<file path="config.mk">
export PLATFORM = sky130hd
export DESIGN_NAME = positional_ordered_list_top
export DESIGN_NICKNAME = d
export VERILOG_FILES = /design/src/sv/pol_pkg.sv /design/src/sv/pol_front.sv /design/src/sv/pol_queue.sv /design/src/sv/pol_back.sv /design/src/sv/positional_ordered_list_top.sv
export SDC_FILE = /design/constraint.sdc
export NUM_CORES = 1
export LEC_CHECK = 0
export ABC_CLOCK_PERIOD_IN_PS = 20500
export BUFFER_PORTS_ARGS = -buffer_cell sky130_fd_sc_hd__buf_2
export CORE_MARGIN = 2
export CORE_UTILIZATION = 44
export DETAILED_ROUTE_END_ITERATION = 8
export HOLD_SLACK_MARGIN = 0.1
export SETUP_SLACK_MARGIN = 0.05
export SYNTH_ARGS = -nofsm -noshare
export SYNTH_HDL_FRONTEND = slang
export SYNTH_SLANG_ARGS = --single-unit
</file>
<file path="constraint.sdc">
create_clock -name clk_i -period 20.5 [get_ports clk_i]
set_clock_uncertainty 0.1 [all_clocks]
set_input_delay 1.025 -clock clk_i [delete_from_list [all_inputs] [get_ports clk_i]]
set_output_delay 1.025 -clock clk_i [all_outputs]
set_load 0.01 [all_outputs]
</file>
<file path="src/sv/pol_pkg.sv">
// pol_pkg: shared types and constants for the positional ordered list
// command kinds, position selectors, status codes and the queued command beat
package pol_pkg;

  localparam int unsigned QDEPTH = 2;
  localparam int unsigned VW = 32;
  localparam int unsigned PW = 5;
  localparam int unsigned MW = 3;
  localparam int unsigned SW = 2;

  localparam logic [MW-1:0] MODE_INS_FRONT = 3'd0;
  localparam logic [MW-1:0] MODE_INS_BACK  = 3'd1;
  localparam logic [MW-1:0] MODE_INS_POS   = 3'd2;
  localparam logic [MW-1:0] MODE_DEL_FRONT = 3'd3;
  localparam logic [MW-1:0] MODE_DEL_BACK  = 3'd4;
  localparam logic [MW-1:0] MODE_DEL_POS   = 3'd5;
  localparam logic [MW-1:0] MODE_READ      = 3'd6;

  localparam logic [SW-1:0] STAT_OK     = 2'd0;
  localparam logic [SW-1:0] STAT_BADPOS = 2'd1;
  localparam logic [SW-1:0] STAT_EMPTY  = 2'd2;
  localparam logic [SW-1:0] STAT_FULL   = 2'd3;

  typedef enum logic [1:0] {
    K_INSERT,
    K_DELETE,
    K_READ,
    K_NOP
  } kind_e;

  typedef enum logic [1:0] {
    SEL_FRONT,
    SEL_BACK,
    SEL_POS
  } sel_e;

  typedef struct packed {
    kind_e                kind;
    sel_e                 sel;
    logic signed [VW-1:0] value;
    logic [PW-1:0]        position;
  } pol_cmd_t;

endpackage

</file>
<file path="src/sv/pol_front.sv">
// pol_front: accepts command beats and classifies the mode into kind and selector
// depends on pol_pkg
module pol_front import pol_pkg::*; (
  input  logic                 start_i,
  input  logic                 full_i,
  input  logic [MW-1:0]        mode_i,
  input  logic signed [VW-1:0] value_i,
  input  logic [PW-1:0]        position_i,
  output logic                 push_o,
  output pol_cmd_t             cmd_o
);

  assign push_o = start_i && !full_i;

  always_comb begin
    cmd_o.value    = value_i;
    cmd_o.position = position_i;
    unique case (mode_i)
      MODE_INS_FRONT: begin cmd_o.kind = K_INSERT; cmd_o.sel = SEL_FRONT; end
      MODE_INS_BACK:  begin cmd_o.kind = K_INSERT; cmd_o.sel = SEL_BACK;  end
      MODE_INS_POS:   begin cmd_o.kind = K_INSERT; cmd_o.sel = SEL_POS;   end
      MODE_DEL_FRONT: begin cmd_o.kind = K_DELETE; cmd_o.sel = SEL_FRONT; end
      MODE_DEL_BACK:  begin cmd_o.kind = K_DELETE; cmd_o.sel = SEL_BACK;  end
      MODE_DEL_POS:   begin cmd_o.kind = K_DELETE; cmd_o.sel = SEL_POS;   end
      MODE_READ:      begin cmd_o.kind = K_READ;   cmd_o.sel = SEL_FRONT; end
      default:        begin cmd_o.kind = K_NOP;    cmd_o.sel = SEL_FRONT; end
    endcase
  end

endmodule

</file>
<file path="src/sv/pol_queue.sv">
// pol_queue: short command queue between front and back
// depends on pol_pkg
module pol_queue import pol_pkg::*; (
  input  logic     clk_i,
  input  logic     rst_ni,
  input  logic     push_i,
  input  pol_cmd_t cmd_i,
  input  logic     pop_i,
  output logic     full_o,
  output logic     empty_o,
  output pol_cmd_t cmd_o
);

  localparam int unsigned QAW = (QDEPTH > 1) ? $clog2(QDEPTH) : 1;
  localparam int unsigned QCW = $clog2(QDEPTH + 1);

  pol_cmd_t        mem_q [QDEPTH];
  logic [QAW-1:0]  wr_ptr_q, wr_ptr_d, rd_ptr_q, rd_ptr_d;
  logic [QCW-1:0]  cnt_q, cnt_d;

  assign full_o  = (cnt_q == QCW'(QDEPTH));
  assign empty_o = (cnt_q == '0);
  assign cmd_o   = mem_q[rd_ptr_q];

  always_comb begin
    wr_ptr_d = wr_ptr_q;
    rd_ptr_d = rd_ptr_q;
    cnt_d    = cnt_q;
    if (push_i) begin
      wr_ptr_d = (wr_ptr_q == QAW'(QDEPTH - 1)) ? '0 : wr_ptr_q + 1'b1;
    end
    if (pop_i) begin
      rd_ptr_d = (rd_ptr_q == QAW'(QDEPTH - 1)) ? '0 : rd_ptr_q + 1'b1;
    end
    case ({push_i, pop_i})
      2'b10:   cnt_d = cnt_q + 1'b1;
      2'b01:   cnt_d = cnt_q - 1'b1;
      default: cnt_d = cnt_q;
    endcase
  end

  always_ff @(posedge clk_i or negedge rst_ni) begin
    if (!rst_ni) begin
      wr_ptr_q <= '0;
      rd_ptr_q <= '0;
      cnt_q    <= '0;
    end else begin
      wr_ptr_q <= wr_ptr_d;
      rd_ptr_q <= rd_ptr_d;
      cnt_q    <= cnt_d;
    end
  end

  always_ff @(posedge clk_i) begin
    if (push_i) begin
      mem_q[wr_ptr_q] <= cmd_i;
    end
  end

endmodule

</file>
<file path="src/sv/pol_back.sv">
// pol_back: executes queued commands on the shift-register list and drives results
// depends on pol_pkg
module pol_back import pol_pkg::*; #(
  parameter int unsigned CAPACITY = 16,
  parameter int unsigned CW = $clog2(CAPACITY + 1)
) (
  input  logic                 clk_i,
  input  logic                 rst_ni,
  input  logic                 q_empty_i,
  input  pol_cmd_t             cmd_i,
  output logic                 pop_o,
  output logic                 valid_o,
  output logic [SW-1:0]        status_o,
  output logic signed [VW-1:0] entry_value_o,
  output logic [CW-1:0]        entry_count_o,
  output logic                 last_o
);

  localparam int unsigned IW   = $clog2(CAPACITY);
  localparam int unsigned CMPW = ((CW > PW) ? CW : PW) + 1;

  typedef enum logic {
    ST_IDLE,
    ST_READ
  } state_e;

  state_e               state_q;
  logic signed [VW-1:0] store_q [CAPACITY];
  logic [CW-1:0]        count_q;
  logic [IW-1:0]        rd_idx_q;
  logic                 valid_q, last_q;
  logic [SW-1:0]        status_q;
  logic signed [VW-1:0] value_q;
  logic [CW-1:0]        res_count_q;

  logic [CMPW-1:0] cnt_ext, pos_ext, ins_idx, del_idx;
  logic            is_full, is_empty, do_ins, do_del, do_read;
  logic [SW-1:0]   op_status;

  assign pop_o    = (state_q == ST_IDLE) && !q_empty_i;
  assign cnt_ext  = CMPW'(count_q);
  assign pos_ext  = CMPW'(cmd_i.position);
  assign is_full  = (cnt_ext >= CMPW'(CAPACITY));
  assign is_empty = (count_q == '0);

  always_comb begin
    op_status = STAT_OK;
    do_ins    = 1'b0;
    do_del    = 1'b0;
    do_read   = 1'b0;
    case (cmd_i.sel)
      SEL_BACK: begin
        ins_idx = cnt_ext;
        del_idx = cnt_ext - 1'b1;
      end
      SEL_POS: begin
        ins_idx = pos_ext - 1'b1;
        del_idx = pos_ext - 1'b1;
      end
      default: begin
        ins_idx = '0;
        del_idx = '0;
      end
    endcase
    unique case (cmd_i.kind)
      K_INSERT: begin
        if (cmd_i.sel == SEL_POS && (pos_ext == '0 || pos_ext > cnt_ext + 1'b1)) begin
          op_status = STAT_BADPOS;
        end else if (is_full) begin
          op_status = STAT_FULL;
        end else begin
          do_ins = pop_o;
        end
      end
      K_DELETE: begin
        if (is_empty) begin
          op_status = STAT_EMPTY;
        end else if (cmd_i.sel == SEL_POS && (pos_ext == '0 || pos_ext > cnt_ext)) begin
          op_status = STAT_BADPOS;
        end else begin
          do_del = pop_o;
        end
      end
      K_READ: begin
        if (is_empty) begin
          op_status = STAT_EMPTY;
        end else begin
          do_read = pop_o;
        end
      end
      default: op_status = STAT_OK;
    endcase
  end

  // entries shift in parallel, each cell looks at its neighbors only
  always_ff @(posedge clk_i) begin
    for (int i = 0; i < CAPACITY; i++) begin
      if (do_ins) begin
        if (CMPW'(i) == ins_idx) begin
          store_q[i] <= cmd_i.value;
        end else if (i > 0 && CMPW'(i) > ins_idx && CMPW'(i) <= cnt_ext) begin
          store_q[i] <= store_q[(i > 0) ? i - 1 : 0];
        end
      end else if (do_del) begin
        if (i < CAPACITY - 1 && CMPW'(i) >= del_idx && CMPW'(i) + 1'b1 < cnt_ext) begin
          store_q[i] <= store_q[(i < CAPACITY - 1) ? i + 1 : i];
        end
      end
    end
  end

  always_ff @(posedge clk_i or negedge rst_ni) begin
    if (!rst_ni) begin
      state_q     <= ST_IDLE;
      count_q     <= '0;
      rd_idx_q    <= '0;
      valid_q     <= 1'b0;
      last_q      <= 1'b0;
      status_q    <= STAT_OK;
      value_q     <= '0;
      res_count_q <= '0;
    end else begin
      valid_q <= 1'b0;
      unique case (state_q)
        ST_IDLE: begin
          if (pop_o) begin
            valid_q  <= 1'b1;
            status_q <= op_status;
            value_q  <= '0;
            last_q   <= 1'b1;
            if (do_ins) begin
              count_q     <= count_q + 1'b1;
              res_count_q <= count_q + 1'b1;
            end else if (do_del) begin
              count_q     <= count_q - 1'b1;
              res_count_q <= count_q - 1'b1;
            end else begin
              res_count_q <= count_q;
            end
            if (do_read) begin
              value_q  <= store_q[0];
              last_q   <= (count_q == CW'(1));
              rd_idx_q <= IW'(1);
              if (count_q != CW'(1)) begin
                state_q <= ST_READ;
              end
            end
          end
        end
        ST_READ: begin
          valid_q     <= 1'b1;
          status_q    <= STAT_OK;
          value_q     <= store_q[rd_idx_q];
          res_count_q <= count_q;
          last_q      <= (CW'(rd_idx_q) + 1'b1 == count_q);
          rd_idx_q    <= rd_idx_q + 1'b1;
          if (CW'(rd_idx_q) + 1'b1 == count_q) begin
            state_q <= ST_IDLE;
          end
        end
        default: state_q <= ST_IDLE;
      endcase
    end
  end

  assign valid_o       = valid_q;
  assign status_o      = status_q;
  assign entry_value_o = value_q;
  assign entry_count_o = res_count_q;
  assign last_o        = last_q;

  a_count_bound: assert property (@(posedge clk_i) disable iff (!rst_ni)
    count_q <= CW'(CAPACITY))
    else $error("entry count above capacity");

  a_read_streams: assert property (@(posedge clk_i) disable iff (!rst_ni)
    state_q == ST_READ |-> valid_q && !last_q)
    else $error("readout gap or early last");

  a_pop_nonempty: assert property (@(posedge clk_i) disable iff (!rst_ni)
    pop_o |-> !q_empty_i)
    else $error("pop from empty queue");

  a_full_status: assert property (@(posedge clk_i) disable iff (!rst_ni)
    valid_q && status_q == STAT_FULL |-> res_count_q == CW'(CAPACITY))
    else $error("full status with room left");

  a_ins_grows: assert property (@(posedge clk_i) disable iff (!rst_ni)
    do_ins |=> count_q == $past(count_q) + 1'b1)
    else $error("insert did not grow the list");

endmodule

</file>
<file path="src/sv/positional_ordered_list_top.sv">
// positional_ordered_list_top: bounded ordered list with positional insert and delete
// depends on pol_pkg, pol_front, pol_queue, pol_back
//
// A command beat is taken when start is high and busy is low; busy rises only
// when the two-entry command queue is full. Each insert, delete or no-op command gives
// one result in the cycle after it leaves the queue, so commands sustain one per cycle
// outside a readout. A readout gives one result per stored entry, one per cycle, front
// first, with last_o on the final one (a single empty-status result for an empty list);
// the queue is not drained during a readout. Results show on valid_o for one cycle and
// cannot be stalled. There is no clearing pass: the list is empty right after reset.
module positional_ordered_list_top import pol_pkg::*; #(
  parameter int unsigned CAPACITY = 16,
  localparam int unsigned CW = $clog2(CAPACITY + 1)
) (
  input  logic                 clk_i,
  input  logic                 rst_ni,
  input  logic                 start,
  output logic                 busy,
  input  logic [MW-1:0]        mode_i,
  input  logic signed [VW-1:0] value_i,
  input  logic [PW-1:0]        position_i,
  output logic                 valid_o,
  output logic [SW-1:0]        status_o,
  output logic signed [VW-1:0] entry_value_o,
  output logic [CW-1:0]        entry_count_o,
  output logic                 last_o
);

  logic     push, pop, q_full, q_empty;
  pol_cmd_t front_cmd, queue_cmd;

  assign busy = q_full;

  pol_front u_front (
    .start_i    (start),
    .full_i     (q_full),
    .mode_i     (mode_i),
    .value_i    (value_i),
    .position_i (position_i),
    .push_o     (push),
    .cmd_o      (front_cmd)
  );

  pol_queue u_queue (
    .clk_i   (clk_i),
    .rst_ni  (rst_ni),
    .push_i  (push),
    .cmd_i   (front_cmd),
    .pop_i   (pop),
    .full_o  (q_full),
    .empty_o (q_empty),
    .cmd_o   (queue_cmd)
  );

  pol_back #(
    .CAPACITY (CAPACITY),
    .CW       (CW)
  ) u_back (
    .clk_i         (clk_i),
    .rst_ni        (rst_ni),
    .q_empty_i     (q_empty),
    .cmd_i         (queue_cmd),
    .pop_o         (pop),
    .valid_o       (valid_o),
    .status_o      (status_o),
    .entry_value_o (entry_value_o),
    .entry_count_o (entry_count_o),
    .last_o        (last_o)
  );

endmodule
</file>
==> metrics.txt <==
status completed; Place WS approximately 14 ns; max frequency between 0.15 and 0.2 GHz; maximum root-to-sink buffer count 3; Core Box Area between 80000 and 90000 um^2; setup ws final ~15 ns; post-synthesis simple-gate area fraction 0.0684; initial antenna violation count 1; XOR/XNOR Fraction of Synth Area 0.00546; critical-path cell list buf_4, mux2i_1, inv_1, ha_1, nor3b_1, a32oi_1, a21oi_1, a211o_1, nor4b_1, and3_2, a41o_2; area leader, netlist edfxtp_1; hpwl dp roughly 66000 um; Post-synth EDFFs between 500 and 600; synthesis-to-finish area growth 10.3%; share of the synthesized area in the top cell type 0.486; drt first pass iters 7; vias in the first global route around 25k; Die Wd between 200 and 300 um; PostCTS Resize Cnt 0; sequential element share of the synthesized area 0.524; die area 85700 um^2; Distinct cells, synth between 70 and 80; fraction of layout cells with a size suffix above 1 0.240; WS Path Type flip-flop to flip-flop; number of buffers created by CTS between 70 and 80; post-layout power between 6 and 7 mW; Crit path buffers/inverters 2; Synth Cell Area 36700 um^2; PwrDens about 160 nW/um^2; Synth Register Bits between 600 and 700; fin crit share 0.292; Final Slew Violations 0; critical path capture point type flip-flop; Relative slew margins 0.179; CTS tree yes; HP Start u_back.last_o; CTS root buf clkbuf_16; Top FF cell, synth edfxtp_1; final hold slack 0.389 ns; post-synthesis adder-cell area fraction 0.00682; Worst VDD drop 110 uV; synthesized instance count 2882; Post-DRT Antenna Nets 0; CP Launch Point u_queue.rd_ptr_q; clock tree sinks about 650; crit-path leading delay family simple AND/OR/NAND/NOR gates; Tot GR Track Use 0.261; Synth Area in Compound Gates 0.0797; Tightest Pin Transition ~1.2 ns; Final #Nets a little under 3k; buffers added on ports between 80 and 90; Worst path slowest cell and3_2; Overflow after GRT 0; clk_lat worst skew between 0.6 and 0.7 ns; drt total wl approximately 110000 um; worst-path fanout max between 40 and 50; RR Startpoint u_queue.rd_ptr_q; largest net degree at the start of global routing 71; max-cap violation count 0; via count 25.0k; drt wl/cell around 28 um; Startpoint Class flip-flop; Synth async-reset ratio 0.0847; Post-CTS Repair Setup Buffers 0; Clock Pin Slew Worst Setup and Hold Paths roughly 0.06 ns; final setup vio count 0; CP peak stage delay between 1 and 1.5 ns; CTS H-tree lvls 3; YS warnings 0; final hold violations 0; Worst EP required slightly above 20 ns; Hold Buf Count CTS 0; synth top area cells edfxtp_1 (49%), mux2i_1 (9.8%), mux4_2 (9.8%), mux2_2 (7.1%), a21oi_1 (4.7%); Final Util 0.491; number of antenna diodes 0; largest family of logic cells by synthesized area multiplexers; Tightest Hold Check Type flip-flop to flip-flop; Avg Cell Area, Syn ~13 um^2; first-iteration detailed-routing DRC count between 2k and 3k; Leakage Power around 15 nW; Period minus WS final around 6 ns; # rows about 110; Starting Density 0.446; multiplexer area fraction after synthesis 0.286; global-route wire length before repair roughly 170000 um; unrepaired setup endpoints after global routing no; GPL Wtd Cong 0.857; Top-Level Pins between 80 and 90; drc violations 0; setup_tns 0 ns; CP arrival about 6.1 ns; Die Ht approximately 300 um; Via-to-Cell Ratio roughly 6.3; syn_nets just under 3k
==> kinds of logic (layout without fill, tap and decap cells) <==
kind of cell	after synthesis	in the layout
XOR/XNOR	22	22
buffers and inverters	266	299
multiplexers	811	811
AO/OA/AOI/OAI	510	510
AND/OR/NAND/NOR	604	604
adder cells (fa/ha/maj)	20	20
flip-flops	649	649
==> final cells by class <==
class,count,area [um^2]
timing repair buffer,141,851
tap,1070,1340
multi-input combinational,1967,16600
fill,7153,41900
clock inverter,32,277
inverter,17,63.8
clock buffer,109,2110
sequential,649,19200
==> cells in the final DEF (no fill, tap or decap), types with 12 or more instances in the layout <==
cell	count
a21oi_1	347
buf_2	83
buf_4	58
clkbuf_1	27
clkbuf_16	78
clkinv_2	13
dfrtp_1	49
edfxtp_1	594
ha_1	20
inv_1	15
mux2_1	58
mux2_2	232
mux2i_1	361
mux4_2	160
nand2_1	156
nand3_1	12
nor2_1	358
o211ai_1	34
o21ai_0	35
o21ai_1	24
xnor2_1	14
==> synth_stat cells, types with 6 or more instances <==
| master | count |
|---|---|
| mux2i_1 | 361 |
| xnor2_1 | 14 |
| or2_2 | 6 |
| mux2_1 | 58 |
| buf_2 | 47 |
| clkbuf_1 | 160 |
| buf_1 | 29 |
| a21oi_1 | 347 |
| o211ai_1 | 34 |
| dfrtp_1 | 55 |
| mux2_2 | 232 |
| o21ai_0 | 41 |
| nand2_1 | 158 |
| nand3_1 | 15 |
| and3_1 | 6 |
| nand4_1 | 6 |
| nand2b_1 | 6 |
| inv_1 | 15 |
| or3_1 | 6 |
| o21ai_1 | 24 |
| buf_4 | 9 |
| nor2_1 | 360 |
| edfxtp_1 | 594 |
| xor2_1 | 7 |
| mux4_2 | 160 |
| ha_1 | 20 |
| nor3_1 | 11 |
==> worst paths after layout <==
kind                                          to  slack, ns  depth (start not counted)
setup / recovery           u_back.store_q[0][16]      14.52                         11
hold / removal                     u_back.last_o       0.39                          2
setup reg to reg           u_back.store_q[0][16]      14.52                         11
hold reg to reg                    u_back.last_o       0.39                          2
max in group asynchronous     u_back.rd_idx_q[1]      19.06                          1
min in group asynchronous     u_back.status_o[0]       0.48                          1
==> worst register-to-register path, stage by stage, from the launching register on <==
cell,delay (ns)
dfrtp_2,0.34
buf_4,0.66
mux2i_1,0.37
inv_1,0.07
ha_1,0.38
nor3b_1,0.24
a32oi_1,0.25
a21oi_1,0.16
a211o_1,0.28
nor4b_1,0.82
and3_2,1.03
a41o_2,0.87
==> state kept, by name, summed over array words and instances, names as in the netlist <==
signal and count:
u_back.status_o 2, u_back.entry_count_o 5, u_back.last_o 1, u_back.state_q 1, u_back.count_q 5, u_queue.wr_ptr_q 1
u_back.store_q 512, u_back.valid_o 1, u_back.entry_value_o 32, u_queue.mem_q 82, u_queue.cnt_q 2, u_back.rd_idx_q 4
u_queue.rd_ptr_q 1
==> power breakdown <==
part	total (mW)	internal (mW)	switching, mW
sequential	2.36	2.05	0.313
combinational	2.81	1.20	1.60
clock	1.32	0.759	0.563
==> stage by stage <==
| stage | instances | cell area (um^2) |
|---|---|---|
| after floorplan | 2882 | 36700 |
| after global placement | 3844 | 38100 |
| after detailed placement | 3844 | 38100 |
| after CTS | 3985 | 40500 |
| after global routing | 3985 | 40500 |
| final | 3985 | 40500 |
==> per-layer routing <==
layer / vias up / track usage / routed length (um)
met3: 196 / 0.0383 / 7550
met5: - / 0 / 0
met2: 1078 / 0.428 / 53500
met4: 0 / 0.0773 / 3230
li1: 10900 / - / -
met1: 12800 / 0.362 / 48100
Note: power is estimated with default switching activity, not from simulation.
